===== src/rtl/scsa_pkg.sv =====
// Shared types, constants and lookup functions for the size-class slab allocator.
// No dependencies; the top level, controller and datapath import this package.
package scsa_pkg;

    // Geometry of the page pool
    localparam int PAGES      = 64;
    localparam int NUM_CLS    = 9;
    localparam int MAX_OBJS   = 128;
    localparam int PAGE_BYTES = 4096;
    localparam int OBJ_OFF    = 72;
    localparam int NUM_LISTS  = NUM_CLS * 3;

    localparam int ADDR_W   = 39;
    localparam int SIZE_W   = 12;
    localparam int PG_W     = $clog2(PAGES);
    localparam int PTR_W    = PG_W + 1;
    localparam int OBJ_W    = $clog2(MAX_OBJS);
    localparam int CLS_W    = 4;
    localparam int LIST_W   = $clog2(NUM_LISTS);
    localparam int OFF_W    = $clog2(PAGE_BYTES);
    localparam int STRIDE_W = 12;
    localparam int PROD_W   = OBJ_W + STRIDE_W;
    localparam int DSOR_W   = STRIDE_W + OBJ_W - 1;
    localparam int STEP_W   = 3;
    localparam int SLOT_W   = PG_W + OBJ_W;
    localparam int PINFO_W  = CLS_W + OBJ_W + OBJ_W;
    localparam int OBJM_W   = OBJ_W + 1;

    localparam logic [PTR_W-1:0]  PAGE_NIL      = '1;
    localparam logic [OBJ_W-1:0]  OBJ_NIL       = '1;
    localparam logic [ADDR_W-1:0] HEAP_BASE_RST = 39'h00_8000_0000;
    localparam logic [SIZE_W-1:0] MAX_SIZE      = 12'd2048;

    // List kinds inside one class
    localparam logic [1:0] L_PARTIAL = 2'd0;
    localparam logic [1:0] L_FULL    = 2'd1;
    localparam logic [1:0] L_EMPTY   = 2'd2;

    typedef enum logic [2:0] {
        ST_OK       = 3'd0,
        ST_BAD_SIZE = 3'd1,
        ST_NO_PAGES = 3'd2,
        ST_FOREIGN  = 3'd3,
        ST_DOUBLE   = 3'd4
    } t_status;

    typedef struct packed {
        logic               kind;
        logic [SIZE_W-1:0]  req_size;
        logic [ADDR_W-1:0]  obj_addr;
    } t_in_word;

    typedef struct packed {
        logic [ADDR_W-1:0]  result_addr;
        t_status            status;
    } t_out_word;

    // Datapath operations issued by the controller
    typedef enum logic [4:0] {
        CMD_NOP,
        CMD_LOAD,
        CMD_BAD,
        CMD_OOP,
        CMD_FOREIGN,
        CMD_DOUBLE,
        CMD_TAKE_PART,
        CMD_TAKE_EMPTY,
        CMD_EMPTY_MOVE,
        CMD_NEW_PAGE,
        CMD_INIT_STEP,
        CMD_POP1,
        CMD_MUL,
        CMD_POP2,
        CMD_FULL_MOVE,
        CMD_F_PAGE,
        CMD_F_CHK,
        CMD_DIV_STEP,
        CMD_F_VAL,
        CMD_F_UPDATE,
        CMD_D_HEAD,
        CMD_D_STEP,
        CMD_D_PUSH,
        CMD_EMIT
    } t_cmd;

    typedef struct packed {
        t_cmd cmd;
        logic walk;     // page-link read follows the walk pointer
    } t_ctl;

    typedef struct packed {
        logic is_free;
        logic bad_size;
        logic part_nil;
        logic empty_nil;
        logic pool_full;
        logic page_foreign;
        logic init_last;
        logic cnt_one;
        logic early_foreign;
        logic div_last;
        logic slot_bad;
        logic in_use;
        logic full_move;
        logic empty_move;
        logic head_stop;
        logic step_stop;
        logic pend;
        logic out_busy;
    } t_sts;

    typedef enum logic [4:0] {
        S_IDLE,
        S_DECODE,
        S_A_EW,
        S_A_EMPTY,
        S_INIT,
        S_A_IW,
        S_A_POP1,
        S_A_OW,
        S_A_POP2,
        S_A_FW,
        S_A_FULL,
        S_F_IW,
        S_F_CHK,
        S_F_DIV,
        S_F_VAL,
        S_F_OW,
        S_F_OBJ,
        S_D_START,
        S_D_HEAD,
        S_D_RW,
        S_D_STEP,
        S_D_PUSH,
        S_FIN
    } t_state;

    // Slot stride: object size plus 32, padded to 16
    function automatic logic [STRIDE_W-1:0] stride_of(input logic [CLS_W-1:0] cls);
        logic [STRIDE_W-1:0] s;
        unique case (cls)
            4'd0:    s = 12'd48;
            4'd1:    s = 12'd48;
            4'd2:    s = 12'd64;
            4'd3:    s = 12'd96;
            4'd4:    s = 12'd160;
            4'd5:    s = 12'd288;
            4'd6:    s = 12'd544;
            4'd7:    s = 12'd1056;
            4'd8:    s = 12'd2080;
            default: s = 12'd48;
        endcase
        return s;
    endfunction

    // Slots per page for each class
    function automatic logic [OBJ_W-1:0] objs_of(input logic [CLS_W-1:0] cls);
        logic [OBJ_W-1:0] n;
        unique case (cls)
            4'd0:    n = 7'd84;
            4'd1:    n = 7'd84;
            4'd2:    n = 7'd63;
            4'd3:    n = 7'd42;
            4'd4:    n = 7'd25;
            4'd5:    n = 7'd14;
            4'd6:    n = 7'd7;
            4'd7:    n = 7'd3;
            4'd8:    n = 7'd1;
            default: n = 7'd0;
        endcase
        return n;
    endfunction

    // Smallest class that holds the request
    function automatic logic [CLS_W-1:0] cls_of(input logic [SIZE_W-1:0] size);
        logic [CLS_W-1:0] c;
        priority if (size <= 12'd8)    c = 4'd0;
        else if (size <= 12'd16)       c = 4'd1;
        else if (size <= 12'd32)       c = 4'd2;
        else if (size <= 12'd64)       c = 4'd3;
        else if (size <= 12'd128)      c = 4'd4;
        else if (size <= 12'd256)      c = 4'd5;
        else if (size <= 12'd512)      c = 4'd6;
        else if (size <= 12'd1024)     c = 4'd7;
        else                           c = 4'd8;
        return c;
    endfunction

    function automatic logic [LIST_W-1:0] list_idx(input logic [CLS_W-1:0] cls,
                                                   input logic [1:0] kind);
        return LIST_W'(cls) * LIST_W'(3) + LIST_W'(kind);
    endfunction

endpackage


===== src/rtl/scsa_ctrl.sv =====
// Sequencing state machine of the slab allocator: issues datapath commands.
// Depends on scsa_pkg.
module scsa_ctrl import scsa_pkg::*; (
    input  logic i_clk,
    input  logic i_rst_n,
    input  logic i_in_valid,
    input  t_sts i_sts,
    output t_ctl o_ctl,
    output logic o_in_stall
);

    t_state r_state;
    t_state n_state;

    always_ff @(posedge i_clk) begin
        if (!i_rst_n) begin
            r_state <= S_IDLE;
        end else begin
            r_state <= n_state;
        end
    end

    // Next state and command
    always_comb begin
        n_state   = r_state;
        o_ctl     = '{cmd: CMD_NOP, walk: 1'b0};
        unique case (r_state)
            S_IDLE: begin
                if (i_in_valid) begin
                    o_ctl.cmd = CMD_LOAD;
                    n_state   = S_DECODE;
                end
            end
            S_DECODE: begin
                if (i_sts.is_free) begin
                    if (i_sts.page_foreign) begin
                        o_ctl.cmd = CMD_FOREIGN;
                        n_state   = S_FIN;
                    end else begin
                        o_ctl.cmd = CMD_F_PAGE;
                        n_state   = S_F_IW;
                    end
                end else begin
                    priority if (i_sts.bad_size) begin
                        o_ctl.cmd = CMD_BAD;
                        n_state   = S_FIN;
                    end else if (!i_sts.part_nil) begin
                        o_ctl.cmd = CMD_TAKE_PART;
                        n_state   = S_A_IW;
                    end else if (!i_sts.empty_nil) begin
                        o_ctl.cmd = CMD_TAKE_EMPTY;
                        n_state   = S_A_EW;
                    end else if (i_sts.pool_full) begin
                        o_ctl.cmd = CMD_OOP;
                        n_state   = S_FIN;
                    end else begin
                        o_ctl.cmd = CMD_NEW_PAGE;
                        n_state   = S_INIT;
                    end
                end
            end
            S_A_EW:    n_state = S_A_EMPTY;
            S_A_EMPTY: begin
                o_ctl.cmd = CMD_EMPTY_MOVE;
                n_state   = S_A_IW;
            end
            S_INIT: begin
                o_ctl.cmd = CMD_INIT_STEP;
                if (i_sts.init_last) begin
                    n_state = S_A_IW;
                end
            end
            S_A_IW:    n_state = S_A_POP1;
            S_A_POP1: begin
                o_ctl.cmd = CMD_POP1;
                n_state   = S_A_OW;
            end
            S_A_OW: begin
                o_ctl.cmd = CMD_MUL;
                n_state   = S_A_POP2;
            end
            S_A_POP2: begin
                o_ctl.cmd = CMD_POP2;
                n_state   = i_sts.cnt_one ? S_A_FW : S_FIN;
            end
            S_A_FW:    n_state = S_A_FULL;
            S_A_FULL: begin
                o_ctl.cmd = CMD_FULL_MOVE;
                n_state   = S_FIN;
            end
            S_F_IW:    n_state = S_F_CHK;
            S_F_CHK: begin
                if (i_sts.early_foreign) begin
                    o_ctl.cmd = CMD_FOREIGN;
                    n_state   = S_FIN;
                end else begin
                    o_ctl.cmd = CMD_F_CHK;
                    n_state   = S_F_DIV;
                end
            end
            S_F_DIV: begin
                o_ctl.cmd = CMD_DIV_STEP;
                if (i_sts.div_last) begin
                    n_state = S_F_VAL;
                end
            end
            S_F_VAL: begin
                if (i_sts.slot_bad) begin
                    o_ctl.cmd = CMD_FOREIGN;
                    n_state   = S_FIN;
                end else begin
                    o_ctl.cmd = CMD_F_VAL;
                    n_state   = S_F_OW;
                end
            end
            S_F_OW:    n_state = S_F_OBJ;
            S_F_OBJ: begin
                if (!i_sts.in_use) begin
                    o_ctl.cmd = CMD_DOUBLE;
                    n_state   = S_FIN;
                end else begin
                    o_ctl.cmd = CMD_F_UPDATE;
                    n_state   = (i_sts.full_move || i_sts.empty_move) ? S_D_START : S_FIN;
                end
            end
            // unlink page from one list, push it on another
            S_D_START: n_state = S_D_HEAD;
            S_D_HEAD: begin
                o_ctl.cmd = CMD_D_HEAD;
                n_state   = i_sts.head_stop ? S_D_PUSH : S_D_RW;
            end
            S_D_RW: begin
                o_ctl.walk = 1'b1;
                n_state    = S_D_STEP;
            end
            S_D_STEP: begin
                o_ctl.cmd = CMD_D_STEP;
                n_state   = i_sts.step_stop ? S_D_PUSH : S_D_RW;
            end
            S_D_PUSH: begin
                o_ctl.cmd = CMD_D_PUSH;
                n_state   = i_sts.pend ? S_D_START : S_FIN;
            end
            S_FIN: begin
                if (!i_sts.out_busy) begin
                    o_ctl.cmd = CMD_EMIT;
                    n_state   = S_IDLE;
                end
            end
            default: n_state = S_IDLE;
        endcase
    end

    assign o_in_stall = (r_state != S_IDLE);

endmodule


===== config.mk =====
export PLATFORM = sky130hd
export DESIGN_NAME = scsa_ctrl
export DESIGN_NICKNAME = d
export VERILOG_FILES = /design/src/rtl/scsa_pkg.sv /design/src/rtl/scsa_ctrl.sv
export SDC_FILE = /design/constraint.sdc
export NUM_CORES = 1
export LEC_CHECK = 0
export ABC_CLOCK_PERIOD_IN_PS = 3600
export BUFFER_PORTS_ARGS = -buffer_cell sky130_fd_sc_hd__buf_2
export CELL_PAD_IN_SITES_DETAIL_PLACEMENT = 1
export CELL_PAD_IN_SITES_GLOBAL_PLACEMENT = 1
export CORE_MARGIN = 4
export CORE_UTILIZATION = 38
export DETAILED_ROUTE_END_ITERATION = 12
export GPL_TIMING_DRIVEN = 0
export PLACE_DENSITY = 0.94
export SETUP_SLACK_MARGIN = 0.5
export SLEW_MARGIN = 20
export SYNTH_ARGS = -nofsm -noshare
export SYNTH_HDL_FRONTEND = slang
export SYNTH_SLANG_ARGS = --single-unit

===== constraint.sdc =====
create_clock -name i_clk -period 3.6 [get_ports i_clk]
set_input_delay 0.18 -clock i_clk [delete_from_list [all_inputs] [get_ports i_clk]]
set_output_delay 0.18 -clock i_clk [all_outputs]
set_load 0.03 [all_outputs]

==> results.md, run 1 <==
| Result | Value | Unit |
|:---|:---|:---|
| Sum of routed wire length over all layers | 3.946 | mm |
| Areal power density over the cells | 859.6 | nW/um2 |
| Fraction of the cycle the final worst path needs | 65.01 | % |
| Crit-path max cell delay | 0.37 | ns |
| Ant diodes | 0 | - |
| Leak Pwr | 0.4696 | nW |
| Final setup violation count | 0 | - |
| Count of hold buffers inserted by post-cts repair | 0 | - |
| Required time of the critical path | 3.42 | ns |
| Net count after synthesis | 173 | - |
| Top register by number of flip-flops | r_state | - |
| Transition at the pin with the smallest max-transition slack | 0.4605 | ns |
| Number of optimization iterations in the first detailed-route pass | 4 | - |
| Synthesized flop and latch total | 5 | - |
| Detail-routed via count per cell | 6.549 | - |
| Slowest-stage cell, CP | sky130_fd_sc_hd__a2111oi_0 | - |
| Starting density of the core | 39.50 | % |
| Most instantiated flip-flop cell in the synthesis netlist | sky130_fd_sc_hd__dfxtp_1 | - |
| H-Tree Level Count | 1 | - |
| Count of final max-slew check failures | 0 | - |
| Outcome | complete, no violations | - |
| Design internal power | 0.4002 | mW |
| Post-CTS Repair Setup Buffers | 0 | - |
| Post-Synthesis Cells | 152 | - |
| Worst max-slew margin expressed relative to the limit | 68.87 | % |
| Post-route clock skew | 0.002563 | ns |
| Global Route met2 Usage | 43.38 | % |
| Main area contributors after synthesis | sky130_fd_sc_hd__dfxtp_1 (10%), sky130_fd_sc_hd__o21ai_0 (7.2%), sky130_fd_sc_hd__nand2b_1 (6.5%) | - |
| Number of antenna violations at the first check in global routing | 0 | - |
| Count of distinct cell types in the synthesized netlist | 43 | - |
| Routing usage on met1 | 32.05 | % |
| GR met3 Demand/Resource | 4.167 | % |
| Worst path most repeated cell | sky130_fd_sc_hd__buf_2 | - |
| Critical path type | flip-flop to primary output | - |
| Vias in the first global route | 1,338 | - |
| Maximum vdd ir drop | 0.0004154 | V |
| Setup repair after global routing missed its margin | no | - |
| Number of vias in the routed layout | 1,395 | - |
| Netlist area before placement | 969.7 | um2 |
| CORE AREA | 2455 | um2 |
| Ys async rst share | 0 | % |
| Die X-Extent | 58.52 | um |
| Post-detailed-route count of antenna-violating nets | 0 | - |
| Post-Place Cells | 209 | - |
| Sink Count | 5 | - |
| Final hold viol count | 0 | - |
| Wire length per cell | 18.53 | um |
| Aggregate negative setup slack | 0 | ns |
| NumNets Final | 205 | - |
| Hold WC Path Type | input port to flip-flop | - |
| Global-route wire length before repair | 6.603 | mm |
| Share of power burned in registers | 11.0 | % |
| PostCTS Resize Cnt | 0 | - |
| Part of the total power dissipated in the clock network | 6.3 | % |
| Max Cap Viol | 0 | - |
| HPWL reported at the end of detailed placement | 3.207 | mm |
| Kind of end point of the critical path | primary output | - |
| Number of port buffers | 27 | - |
| Upper clock frequency limit | 427.3 | MHz |
| Warnings from Yosys | 0 | - |
| Remaining DRCs | 0 | - |
| Part of the Yosys area used for sequential elements | 10.32 | % |
| Proportion of layout cells with a drive suffix above 1 | 23.50 | % |
| Chip Height | 58.52 | um |
| Clock-pin transition on the worst setup and hold timing paths | 0.04 | ns |
| RePlAce Congestion | 0.9309 | - |
| Max FFs per register | 5 | - |
| Post-synth EDFFs | 0 | - |
| Layout-stage area growth over the synthesis result | 20.52 | % |
| DRC marker count from the first detailed-route iteration | 82 | - |
| Post-Layout Cell Count | 213 | - |
| Maximum number of pins on one net before global-route repair | 11 | - |
| Part of the power in combinational logic | 82.7 | % |
| Most congested layer reported by global routing | met2 | - |
| Clock root buffer master | sky130_fd_sc_hd__clkbuf_4 | - |
| Boundary Pins | 28 | - |
| Cell breakdown of the critical path | buf_2 -> buf_2 -> mux2i_1 -> a211oi_1 -> a2111oi_0 -> o21ai_0 -> buf_2 | - |
| CTS Buf Count | 3 | - |
| Total routing usage reported by global routing | 24.60 | % |
| Launching element type of the critical path | flip-flop | - |
| Shortest period the worst path allows | 2.340 | ns |
| Clock latency reported for the late side of the worst-skew pair | 0.24 | ns |
| Die Area | 3424 | um2 |
| Top Registers | r_state: 5 flops | - |
| Mean instance size in the synthesized netlist | 6.379 | um2 |
| Arrival time at the worst endpoint | 2.16 | ns |
| Net switching power | 0.6043 | mW |
| Maximum root-to-sink buffer count | 2 | - |
| GRT Residual Overflow | 0 | - |
| Net switching share of the total power | 60.16 | % |
| TritonCTS clock tree | done | - |
| Number of core rows | 18 | - |
| Top cell type by total area after synthesis | sky130_fd_sc_hd__dfxtp_1 | - |
| Largest fanout of any net on the critical path | 10 | - |
| Share of the synthesized area in the top cell type | 10.32 | % |
-- cells in the mapped netlist (all sizes together) (2+ instances only) --
cell type and number:
o22ai 3, a22oi 2, a21o 2, a31oi 3
dfxtp 5, nor4 5, nor3 10, nor2 12
nand2 12, nand3 2, buf 11, inv 7
a21oi 13, nor2b 6, o21ai 14, o2bb2ai 3
a221oi 2, nand2b 10, nor4b 2, o21a 4
a211oi 5
-- routing by layer --
metal,up-vias,routed length (um)
met5,-,0
met1,661,1598
li1,640,-
met2,86,1972
met4,0,49
met3,8,325
-- metrics by stage --
step                      hold WS (ns)  total power [mW]  util, %  setup WS [ns]  cell area, um2
after floorplan                 0.2975            0.6922        -          1.773           969.7
after global placement          0.4621            0.8993    46.53          1.570            1142
after detailed placement        0.4735            0.9265    46.53          1.548            1142
after CTS                       0.2239            0.9944    47.60          1.268            1169
after global routing            0.2312             1.080    47.60          1.088            1169
final                           0.2340             1.004    47.60          1.260            1169
-- power groups by stage --
stage | registers [mW] | logic [mW] | clock network (mW)
detailed placement | 0.110 | 0.817 | 0
global placement | 0.110 | 0.789 | 0
finish | 0.111 | 0.830 | 0.0634
floorplan | 0.0968 | 0.595 | 0
CTS | 0.109 | 0.820 | 0.0657
global route | 0.112 | 0.897 | 0.0701
-- worst max-delay path, delay by kind of cell (launching register included) --
kind / cells / cell delay (ns)
compound gates: 3 / 0.61
buf+inv: 3 / 0.71
flops: 1 / 0.33
mux: 1 / 0.28
-- logic make-up after synthesis --
group / count (synthesis) / share of synthesized area, %
muxes: 1 / 1.032
and+or+nand+nor: 65 / 36.13
DFF: 5 / 10.32
adders and majority gates: 1 / 1.032
AOI/OAI and AO/OA: 61 / 42.20
buffers and inverters: 19 / 9.290
-- layout by cell type, fill, tap and decap left out, types with 3 or more instances in the layout --
cell,instances
sky130_fd_sc_hd__buf_2,36
sky130_fd_sc_hd__o21ai_0,14
sky130_fd_sc_hd__nand2_1,12
sky130_fd_sc_hd__nor2_1,12
sky130_fd_sc_hd__a21oi_1,12
sky130_fd_sc_hd__nand2b_1,10
sky130_fd_sc_hd__nor3_1,10
sky130_fd_sc_hd__inv_1,7
sky130_fd_sc_hd__nor2b_1,6
sky130_fd_sc_hd__a211oi_1,5
sky130_fd_sc_hd__dfxtp_1,5
sky130_fd_sc_hd__o21a_1,4
sky130_fd_sc_hd__nor4_1,4
sky130_fd_sc_hd__a31oi_1,3
sky130_fd_sc_hd__o2bb2ai_1,3
sky130_fd_sc_hd__o22ai_1,3
sky130_fd_sc_hd__clkbuf_4,3
-- worst paths after layout --
kind | end | start | slack (ns) | cells after the start
worst max-delay path | o_ctl[3] | r_state[1]$_SDFFE_PN0P_ | 1.26 | 7
worst min-delay path | r_state[4]$_SDFFE_PN0P_ | i_rst_n | 0.23 | 2
worst max register to register | r_state[4]$_SDFFE_PN0P_ | r_state[1]$_SDFFE_PN0P_ | 1.69 | 7
worst min register to register | r_state[1]$_SDFFE_PN0P_ | r_state[4]$_SDFFE_PN0P_ | 0.89 | 4
-- final cells by class --
cell class | count | area [um2]
Fill cell | 351 | 1286
Multi-Input combinational cell | 128 | 779.5
Timing Repair Buffer | 27 | 135.1
Sequential cell | 5 | 100.1
Buffer | 12 | 63.81
Tap cell | 30 | 37.54
Clock buffer | 4 | 26.28
Inverter | 7 | 26.28
Power figures use the tool's default switching activity.
==> run 2, diff against run 1 <==
--- a/config.mk
+++ b/config.mk
@@ -5,15 +5,16 @@
 export SDC_FILE = /design/constraint.sdc
 export NUM_CORES = 1
 export LEC_CHECK = 0
-export ABC_CLOCK_PERIOD_IN_PS = 3600
+export ABC_CLOCK_PERIOD_IN_PS = 2150
 export BUFFER_PORTS_ARGS = -buffer_cell sky130_fd_sc_hd__buf_2
 export CELL_PAD_IN_SITES_DETAIL_PLACEMENT = 1
 export CELL_PAD_IN_SITES_GLOBAL_PLACEMENT = 1
+export CORE_ASPECT_RATIO = 0.5
 export CORE_MARGIN = 4
-export CORE_UTILIZATION = 38
+export CORE_UTILIZATION = 32
 export DETAILED_ROUTE_END_ITERATION = 12
 export GPL_TIMING_DRIVEN = 0
-export PLACE_DENSITY = 0.94
+export PLACE_DENSITY = 0.85
 export SETUP_SLACK_MARGIN = 0.5
 export SLEW_MARGIN = 20
 export SYNTH_ARGS = -nofsm -noshare
==> constraint.sdc (replaced) <==
create_clock -name i_clk -period 2.15 [get_ports i_clk]
set_input_delay 0.1075 -clock i_clk [delete_from_list [all_inputs] [get_ports i_clk]]
set_output_delay 0.1075 -clock i_clk [all_outputs]
set_load 0.03 [all_outputs]
==> run 2 against run 1 <==
Effect of this change: clock power increased to 2.7 times the previous value; critical endpoint unchanged; critical path type unchanged; sequential cell count unchanged; die area increased by 18%; sequential share of layout area decreased by 1.1 points; utilization increased by 8.4 points; combinational power increased by 150%.
==> results.md, run 2 (synthesis gave the netlist of run 1 again) <==
| Result | Value | Unit | Change |
|:---|:---|:---|:---|
| Crit-path leading delay family | simple AND/OR/NAND/NOR gates | - |  |
| Boundary Pins | 28 | - | unchanged |
| DRC marker count from the first detailed-route iteration | 239 | - | +190% |
| Clock root buffer master | sky130_fd_sc_hd__clkbuf_8 | - |  |
| Count of final max-slew check failures | 0 | - | unchanged |
| Hold WC Path Type | input port to flip-flop | - |  |
| Maximum root-to-sink buffer count | 2 | - | unchanged |
| Layout-stage area growth over the synthesis result | 57.94 | % |  |
| Starting density of the core | 35.49 | % | -4.0 points |
| Die Area | 4029 | um2 | +18% |
| CORE AREA | 2733 | um2 | +11% |
| TritonCTS clock tree | done | - |  |
| Shortest period the worst path allows | 1.884 | ns |  |
| Maximum number of pins on one net before global-route repair | 11 | - | unchanged |
| Chip Height | 46.93 | um | -20% |
| Global Route met2 Usage | 41.20 | % | -2.2 points |
| Aggregate negative setup slack | 0 | ns | unchanged |
| Worst-case setup margin in the final layout | 0.2662 | ns | -0.9935 ns |
| Final setup violation count | 0 | - | unchanged |
| Slowest-stage cell, CP | sky130_fd_sc_hd__dfxtp_4 | - |  |
| Post-layout power | 2.455 | mW | +140% |
| Required time of the critical path | 2.04 | ns | -1.38 ns |
| Most congested layer reported by global routing | met2 | - |  |
| Fraction of the cycle the final worst path needs | 87.62 | % |  |
| Max FFs per register | 5 | - | unchanged |
| NumNets Final | 215 | - | +4.9% |
| Transition at the pin with the smallest max-transition slack | 0.4418 | ns | -0.01869 ns |
| GRT Residual Overflow | 0 | - | unchanged |
| Crit path buf inv count | 1 | - | -2 |
| Wire length per cell | 25.63 | um | +38% |
| Sum of routed wire length over all layers | 5.895 | mm | +49% |
| Clock-pin transition on the worst setup and hold timing paths | 0.04 | ns | about the same |
| Highest-count cells in the layout ignoring fill and taps | sky130_fd_sc_hd__buf_2 (23), sky130_fd_sc_hd__buf_4 (14), sky130_fd_sc_hd__nand2_1 (12) | - |  |
| Outcome | complete, no violations | - |  |
| Setup repair after global routing missed its margin | yes | - |  |
| HPWL reported at the end of detailed placement | 3.267 | mm | +1.9% |
| Maximum vdd ir drop | 0.0007419 | V | +79% |
| Remaining DRCs | 0 | - | unchanged |
| RePlAce Congestion | 1.048 | - | +13% |
| Worst max-slew margin expressed relative to the limit | 70.30 | % | +1.4 points |
| Number of vias in the routed layout | 1,598 | - | +15% |
| Upper clock frequency limit | 530.8 | MHz |  |
| GR met3 Demand/Resource | 7.706 | % | +3.5 points |
| Launching element type of the critical path | flip-flop | - |  |
| Kind of end point of the critical path | primary output | - |  |
| Post-detailed-route count of antenna-violating nets | 0 | - | unchanged |
| Crit-path max cell delay | 0.37 | ns | about the same |
| Setup slack after placement | 0.1253 | ns | -1.423 ns |
| Global-route wire length before repair | 7.376 | mm | +12% |
| Proportion of layout cells with a drive suffix above 1 | 44.56 | % | +21 points |
| Fillcell total | 355 | - | +1.1% |
| Total routing usage reported by global routing | 23.72 | % | -0.88 points |
| Clock latency reported for the late side of the worst-skew pair | 0.22 | ns | -0.02 ns |
| Detail-routed via count per cell | 6.948 | - | +6.1% |
| Arrival time at the worst endpoint | 1.78 | ns | -0.38 ns |
| Cell breakdown of the critical path | nand2b_4 -> nor4_2 -> o21a_1 -> a2111oi_4 -> o21ai_1 -> buf_4 | - |  |
| Number of core rows | 13 | - | -5 |
| Number of antenna violations at the first check in global routing | 0 | - | unchanged |
| Leak Pwr | 0.5962 | nW | +27% |
| Max Cap Viol | 0 | - | unchanged |
| Top register by number of flip-flops | r_state | - |  |
| H-Tree Level Count | 1 | - | unchanged |
| Number of port buffers | 27 | - | unchanged |
| Post-route clock skew | 0.005439 | ns | +0.002876 ns |
| Commonest non-fill, non-tap cell in the layout | sky130_fd_sc_hd__buf_2 | - |  |
| Ant diodes | 0 | - | unchanged |
| Areal power density over the cells | 1603 | nW/um2 | +86% |
| Largest fanout of any net on the critical path | 7 | - | -3 |
| Critical path type | flip-flop to primary output | - |  |
| Die X-Extent | 85.85 | um | +47% |
| Count of hold buffers inserted by post-cts repair | 0 | - | unchanged |
| Final hold viol count | 0 | - | unchanged |
| CTS Buf Count | 3 | - | unchanged |
| Number of optimization iterations in the first detailed-route pass | 5 | - | +1 |
| Top Registers | r_state: 5 flops | - |  |
| Routing usage on met1 | 30.32 | % | -1.7 points |
| Sink Count | 5 | - | unchanged |
| Vias in the first global route | 1,449 | - | +8.3% |
==> run 2: cell types whose count changed in the layout (fill, tap and decap cells not counted), sizes merged <==
| cell | change |
|---|---|
| clkbuf | +1 |
| buf | +9 |
==> run 2: timing repair <==
item	CTS	global route
pin swaps	6	13
setup buffers	7	3
endpoints found under the setup margin	9	10
gates resized for setup	48	23
==> run 2: cell type report <==
class / instances / area [um2] / area share [%]
multi-input combinational: 128 / 948.4 / 61.93
timing repair buffer: 37 / 234.0 / 15.28
buffer: 12 / 117.6 / 7.680
sequential: 5 / 113.9 / 7.435
tap: 37 / 46.29 / 3.023
clock buffer: 4 / 45.04 / 2.941
inverter: 7 / 26.28 / 1.716
==> run 2: metrics by stage <==
stage | hold WS, ns | area (um2) | cells | utilization, %
2_1_floorplan | 0.2250 | 975.9 | 152 | -
3_5_place_dp | 0.3824 | 1157 | 216 | 42.35
4_1_cts | 0.1604 | 1408 | 227 | 51.51
5_1_grt | 0.1623 | 1531 | 230 | 56.04
3_3_place_gp | 0.3823 | 1157 | 216 | 42.35
6_report | 0.1609 | 1531 | 230 | 56.04
==> run 2: path summary, 6_finish.rpt <==
check | depth (start not counted) | to | slack (ns) | start
setup / recovery | 6 | o_ctl[3] | 0.27 | r_state[3]$_SDFFE_PN0P_
setup reg to reg | 6 | r_state[2]$_SDFFE_PN0P_ | 0.40 | r_state[1]$_SDFFE_PN0P_
hold / removal | 2 | r_state[4]$_SDFFE_PN0P_ | 0.16 | i_rst_n
hold reg to reg | 4 | r_state[0]$_SDFFE_PN0P_ | 0.80 | r_state[0]$_SDFFE_PN0P_
==> run 2: routing by layer <==
| layer | wire length (um) | vias up |
|---|---|---|
| met5 | 0 | - |
| met3 | 603 | 38 |
| met4 | 232 | 0 |
| met2 | 2497 | 126 |
| met1 | 2562 | 772 |
| li1 | - | 662 |
==> run 2: power by group <==
group	switching, mW	total [mW]	internal, mW
combinational	1.22	2.04	0.819
clock	0.0462	0.174	0.127
sequential	0.0898	0.237	0.147
==> run 3, diff against run 2 <==
--- a/config.mk
+++ b/config.mk
@@ -5,16 +5,16 @@
 export SDC_FILE = /design/constraint.sdc
 export NUM_CORES = 1
 export LEC_CHECK = 0
-export ABC_CLOCK_PERIOD_IN_PS = 2150
+export ABC_CLOCK_PERIOD_IN_PS = 2000
 export BUFFER_PORTS_ARGS = -buffer_cell sky130_fd_sc_hd__buf_2
 export CELL_PAD_IN_SITES_DETAIL_PLACEMENT = 1
 export CELL_PAD_IN_SITES_GLOBAL_PLACEMENT = 1
 export CORE_ASPECT_RATIO = 0.5
 export CORE_MARGIN = 4
-export CORE_UTILIZATION = 32
+export CORE_UTILIZATION = 35
 export DETAILED_ROUTE_END_ITERATION = 12
 export GPL_TIMING_DRIVEN = 0
-export PLACE_DENSITY = 0.85
+export PLACE_DENSITY = 0.88
 export SETUP_SLACK_MARGIN = 0.5
 export SLEW_MARGIN = 20
 export SYNTH_ARGS = -nofsm -noshare
==> constraint.sdc (replaced) <==
create_clock -name i_clk -period 2 [get_ports i_clk]
set_input_delay 0.1 -clock i_clk [delete_from_list [all_inputs] [get_ports i_clk]]
set_output_delay 0.1 -clock i_clk [all_outputs]
set_load 0.03 [all_outputs]
==> run 3 against run 2 <==
Effect of this change: clock-buffer cell count did not move; critical path depth rose by 4; worst setup slack got worse by 0.24 ns; final cell count rose by 4.3%; largest power group unchanged; register-to-register slack got worse by 0.25 ns; sequential power rose by 11%; combinational power rose by 28%; highest routed layer unchanged; worst hold slack improved by 0.0089 ns; largest cell class unchanged.
==> results.md, run 3 (synthesis gave the netlist of run 1 again) <==
| Result | Value | Unit | Change |
|:---|:---|:---|:---|
| Outcome | complete, no violations | - |  |
| Boundary Pins | 28 | - | unchanged |
| Routing usage on met1 | 39.62 | % | +9.3 points |
| Worst-case setup margin in the final layout | 0.02169 | ns | -0.2445 ns |
| Proportion of layout cells with a drive suffix above 1 | 57.14 | % | +13 points |
| Commonest non-fill, non-tap cell in the layout | sky130_fd_sc_hd__buf_2 | - |  |
| Startpoint of the most critical hold path | i_rst_n | - |  |
| GRT Residual Overflow | 0 | - | unchanged |
| Number of vias in the routed layout | 1,714 | - | +7.3% |
| Highest-count cells in the layout ignoring fill and taps | sky130_fd_sc_hd__buf_2 (22), sky130_fd_sc_hd__buf_4 (19), sky130_fd_sc_hd__buf_6 (16) | - |  |
| Starting density of the core | 37.03 | % | +1.5 points |
| Fillcell total | 317 | - | -11% |
| Final hold viol count | 0 | - | unchanged |
| Maximum number of pins on one net before global-route repair | 11 | - | unchanged |
| Cell breakdown of the critical path | buf_6 -> buf_4 -> buf_6 -> buf_8 -> buf_4 -> nand2_4 -> nor2_1 -> a21oi_1 -> o21ai_1 -> buf_4 | - |  |
| Max Cap Viol | 0 | - | unchanged |
| Worst max-slew margin expressed relative to the limit | 71.99 | % | +1.7 points |
| NumNets Final | 225 | - | +4.7% |
| Die X-Extent | 82.44 | um | -4.0% |
| Arrival time at the worst endpoint | 1.88 | ns | +0.10 ns |
| Setup crit start | r_state[1]$_SDFFE_PN0P_ | - |  |
| Maximum root-to-sink buffer count | 2 | - | unchanged |
| Number of core rows | 13 | - | unchanged |
| Launching element type of the critical path | flip-flop | - |  |
| Chip Height | 45.22 | um | -3.6% |
| Critical path type | flip-flop to primary output | - |  |
| Shortest period the worst path allows | 1.978 | ns |  |
| CTS Buf Count | 3 | - | unchanged |
| Maximum vdd ir drop | 0.0009825 | V | +32% |
| Crit-path max cell delay | 0.32 | ns | -0.05 ns |
| Number of optimization iterations in the first detailed-route pass | 4 | - | -1 |
| Multi-input combinational cell area | 1051 | um2 | +11% |
| Setup repair after global routing missed its margin | yes | - |  |
| Setup slack after placement | 0.06991 | ns | -0.05539 ns |
| Register cell area after layout | 116.4 | um2 | +2.2% |
| Sum of routed wire length over all layers | 7.173 | mm | +22% |
| Kind of end point of the critical path | primary output | - |  |
| Worst path most repeated cell | sky130_fd_sc_hd__buf_4 | - |  |
| Max FFs per register | 5 | - | unchanged |
| Areal power density over the cells | 1769 | nW/um2 | +10% |
| Count of final max-slew check failures | 0 | - | unchanged |
| Capture endpoint of the worst hold path | r_state[2]$_SDFFE_PN0P_ | - |  |
| H-Tree Level Count | 1 | - | unchanged |
| CORE AREA | 2619 | um2 | -4.2% |
| Upper clock frequency limit | 505.5 | MHz |  |
| Die Area | 3728 | um2 | -7.5% |
| Clock latency reported for the late side of the worst-skew pair | 0.22 | ns | about the same |
| Hold WC Path Type | input port to flip-flop | - |  |
| Total routing usage reported by global routing | 32.54 | % | +8.8 points |
| GR met3 Demand/Resource | 14.34 | % | +6.6 points |
| Global-route wire length before repair | 8.838 | mm | +20% |
| Hold Path Depth | 2 | - | unchanged |
| Vias in the first global route | 1,608 | - | +11% |
| Fraction of the cycle the final worst path needs | 98.92 | % |  |
| Post-detailed-route count of antenna-violating nets | 0 | - | unchanged |
| Top register by number of flip-flops | r_state | - |  |
| Worst reg-to-reg path cell count | 9 | - | +3 |
| Ant diodes | 0 | - | unchanged |
| Sink Count | 5 | - | unchanged |
| Required time of the critical path | 1.90 | ns | -0.14 ns |
| Leak Pwr | 0.7041 | nW | +18% |
| TritonCTS clock tree | done | - |  |
| Global Route met2 Usage | 53.50 | % | +12 points |
| Largest fanout of any net on the critical path | 8 | - | +1 |
| Critical register-to-register path endpoint | r_state[0]$_SDFFE_PN0P_ | - |  |
| Clock root buffer master | sky130_fd_sc_hd__clkbuf_8 | - |  |
| Number of port buffers | 27 | - | unchanged |
| Top Registers | r_state: 5 flops | - |  |
| Reg2Reg Setup Slack | 0.15 | ns | -0.25 ns |
| RePlAce Congestion | 1.022 | - | -2.6% |
| Wire length per cell | 29.89 | um | +17% |
| Layout-stage area growth over the synthesis result | 79.48 | % |  |
| Slowest-stage cell, CP | sky130_fd_sc_hd__dfxtp_2 | - |  |
| Count of hold buffers inserted by post-cts repair | 0 | - | unchanged |
| Detail-routed via count per cell | 7.142 | - | +2.8% |
| Clock-pin transition on the worst setup and hold timing paths | 0.04 | ns | about the same |
| DRC marker count from the first detailed-route iteration | 186 | - | -22% |
| Transition at the pin with the smallest max-transition slack | 0.4157 | ns | -0.02605 ns |
| Remaining DRCs | 0 | - | unchanged |
| Critical register-to-register path startpoint | r_state[1]$_SDFFE_PN0P_ | - |  |
| Final setup violation count | 0 | - | unchanged |
| Most congested layer reported by global routing | met2 | - |  |
| Post-route clock skew | 0.001406 | ns | -0.004033 ns |
| Aggregate negative setup slack | 0 | ns | unchanged |
| Number of antenna violations at the first check in global routing | 0 | - | unchanged |
| HPWL reported at the end of detailed placement | 3.230 | mm | -1.1% |
-- run 3: cell count changes in the layout (fill, tap and decap cells not counted), sizes merged --
| cell | previous run | this run |
|---|---|---|
| buf | 47 | 58 |
| clkbuf | 6 | 5 |
-- run 3: per-stage QoR --
step	cell area [um2]	hold slack, ns	power [mW]	instances	utilization (%)
2_1_floorplan	989.7	0.2175	1.293	152	-
3_3_place_gp	1171	0.3710	1.674	216	44.72
3_5_place_dp	1171	0.3798	1.703	216	44.72
4_1_cts	1465	0.1596	2.360	230	55.95
5_1_grt	1740	0.1650	3.148	240	66.46
6_report	1740	0.1698	3.079	240	66.46
-- run 3: cell type report --
class	count	area share, %
multi-input cells	128	60.39
repair buffers	47	19.19
plain buffers	12	6.973
flip-flops and latches	5	6.686
well taps	37	2.660
clock buffers	4	2.588
inverters	7	1.510
-- run 3: timing repair --
item / in CTS / in global routing
setup endpoints to repair: 11 / 11
setup buffers: 9 / 10
cloned: 1 / 0
gates resized for setup: 52 / 50
pin swaps: 8 / 20
-- run 3: worst max-delay path: cells and delay by family (launching register included) --
family	cells	cell delay (ns)
AO/OA/AOI/OAI	2	0.36
buffers and inverters	6	0.84
flip-flops	1	0.32
AND/OR/NAND/NOR	2	0.11
-- run 3: how the worst max path moves through the flow --
stage | end | slack (ns) | depth (start not counted)
floorplan | o_ctl[3] | 0.45 | 6
global placement | r_state[1]$_SDFFE_PN0P_ | 0.09 | 6
detailed placement | r_state[1]$_SDFFE_PN0P_ | 0.07 | 6
CTS | o_ctl[3] | 0.14 | 7
global route | o_ctl[3] | 0.001 | 10
finish | o_ctl[3] | 0.02 | 10
-- run 3: routing by layer --
layer  wire length [um]  vias to the layer above
li1                   -                      680
met1               2912                      833
met2               2772                      156
met3               1113                       45
met4                376                        0
met5                  0                        -
-- run 3: power breakdown --
part           internal (mW)  total [mW]  leakage (nW)  switching, mW
Combinational           1.06        2.62         0.637           1.57
Sequential             0.162       0.264        0.0442          0.102
Clock                  0.137       0.192        0.0228         0.0548
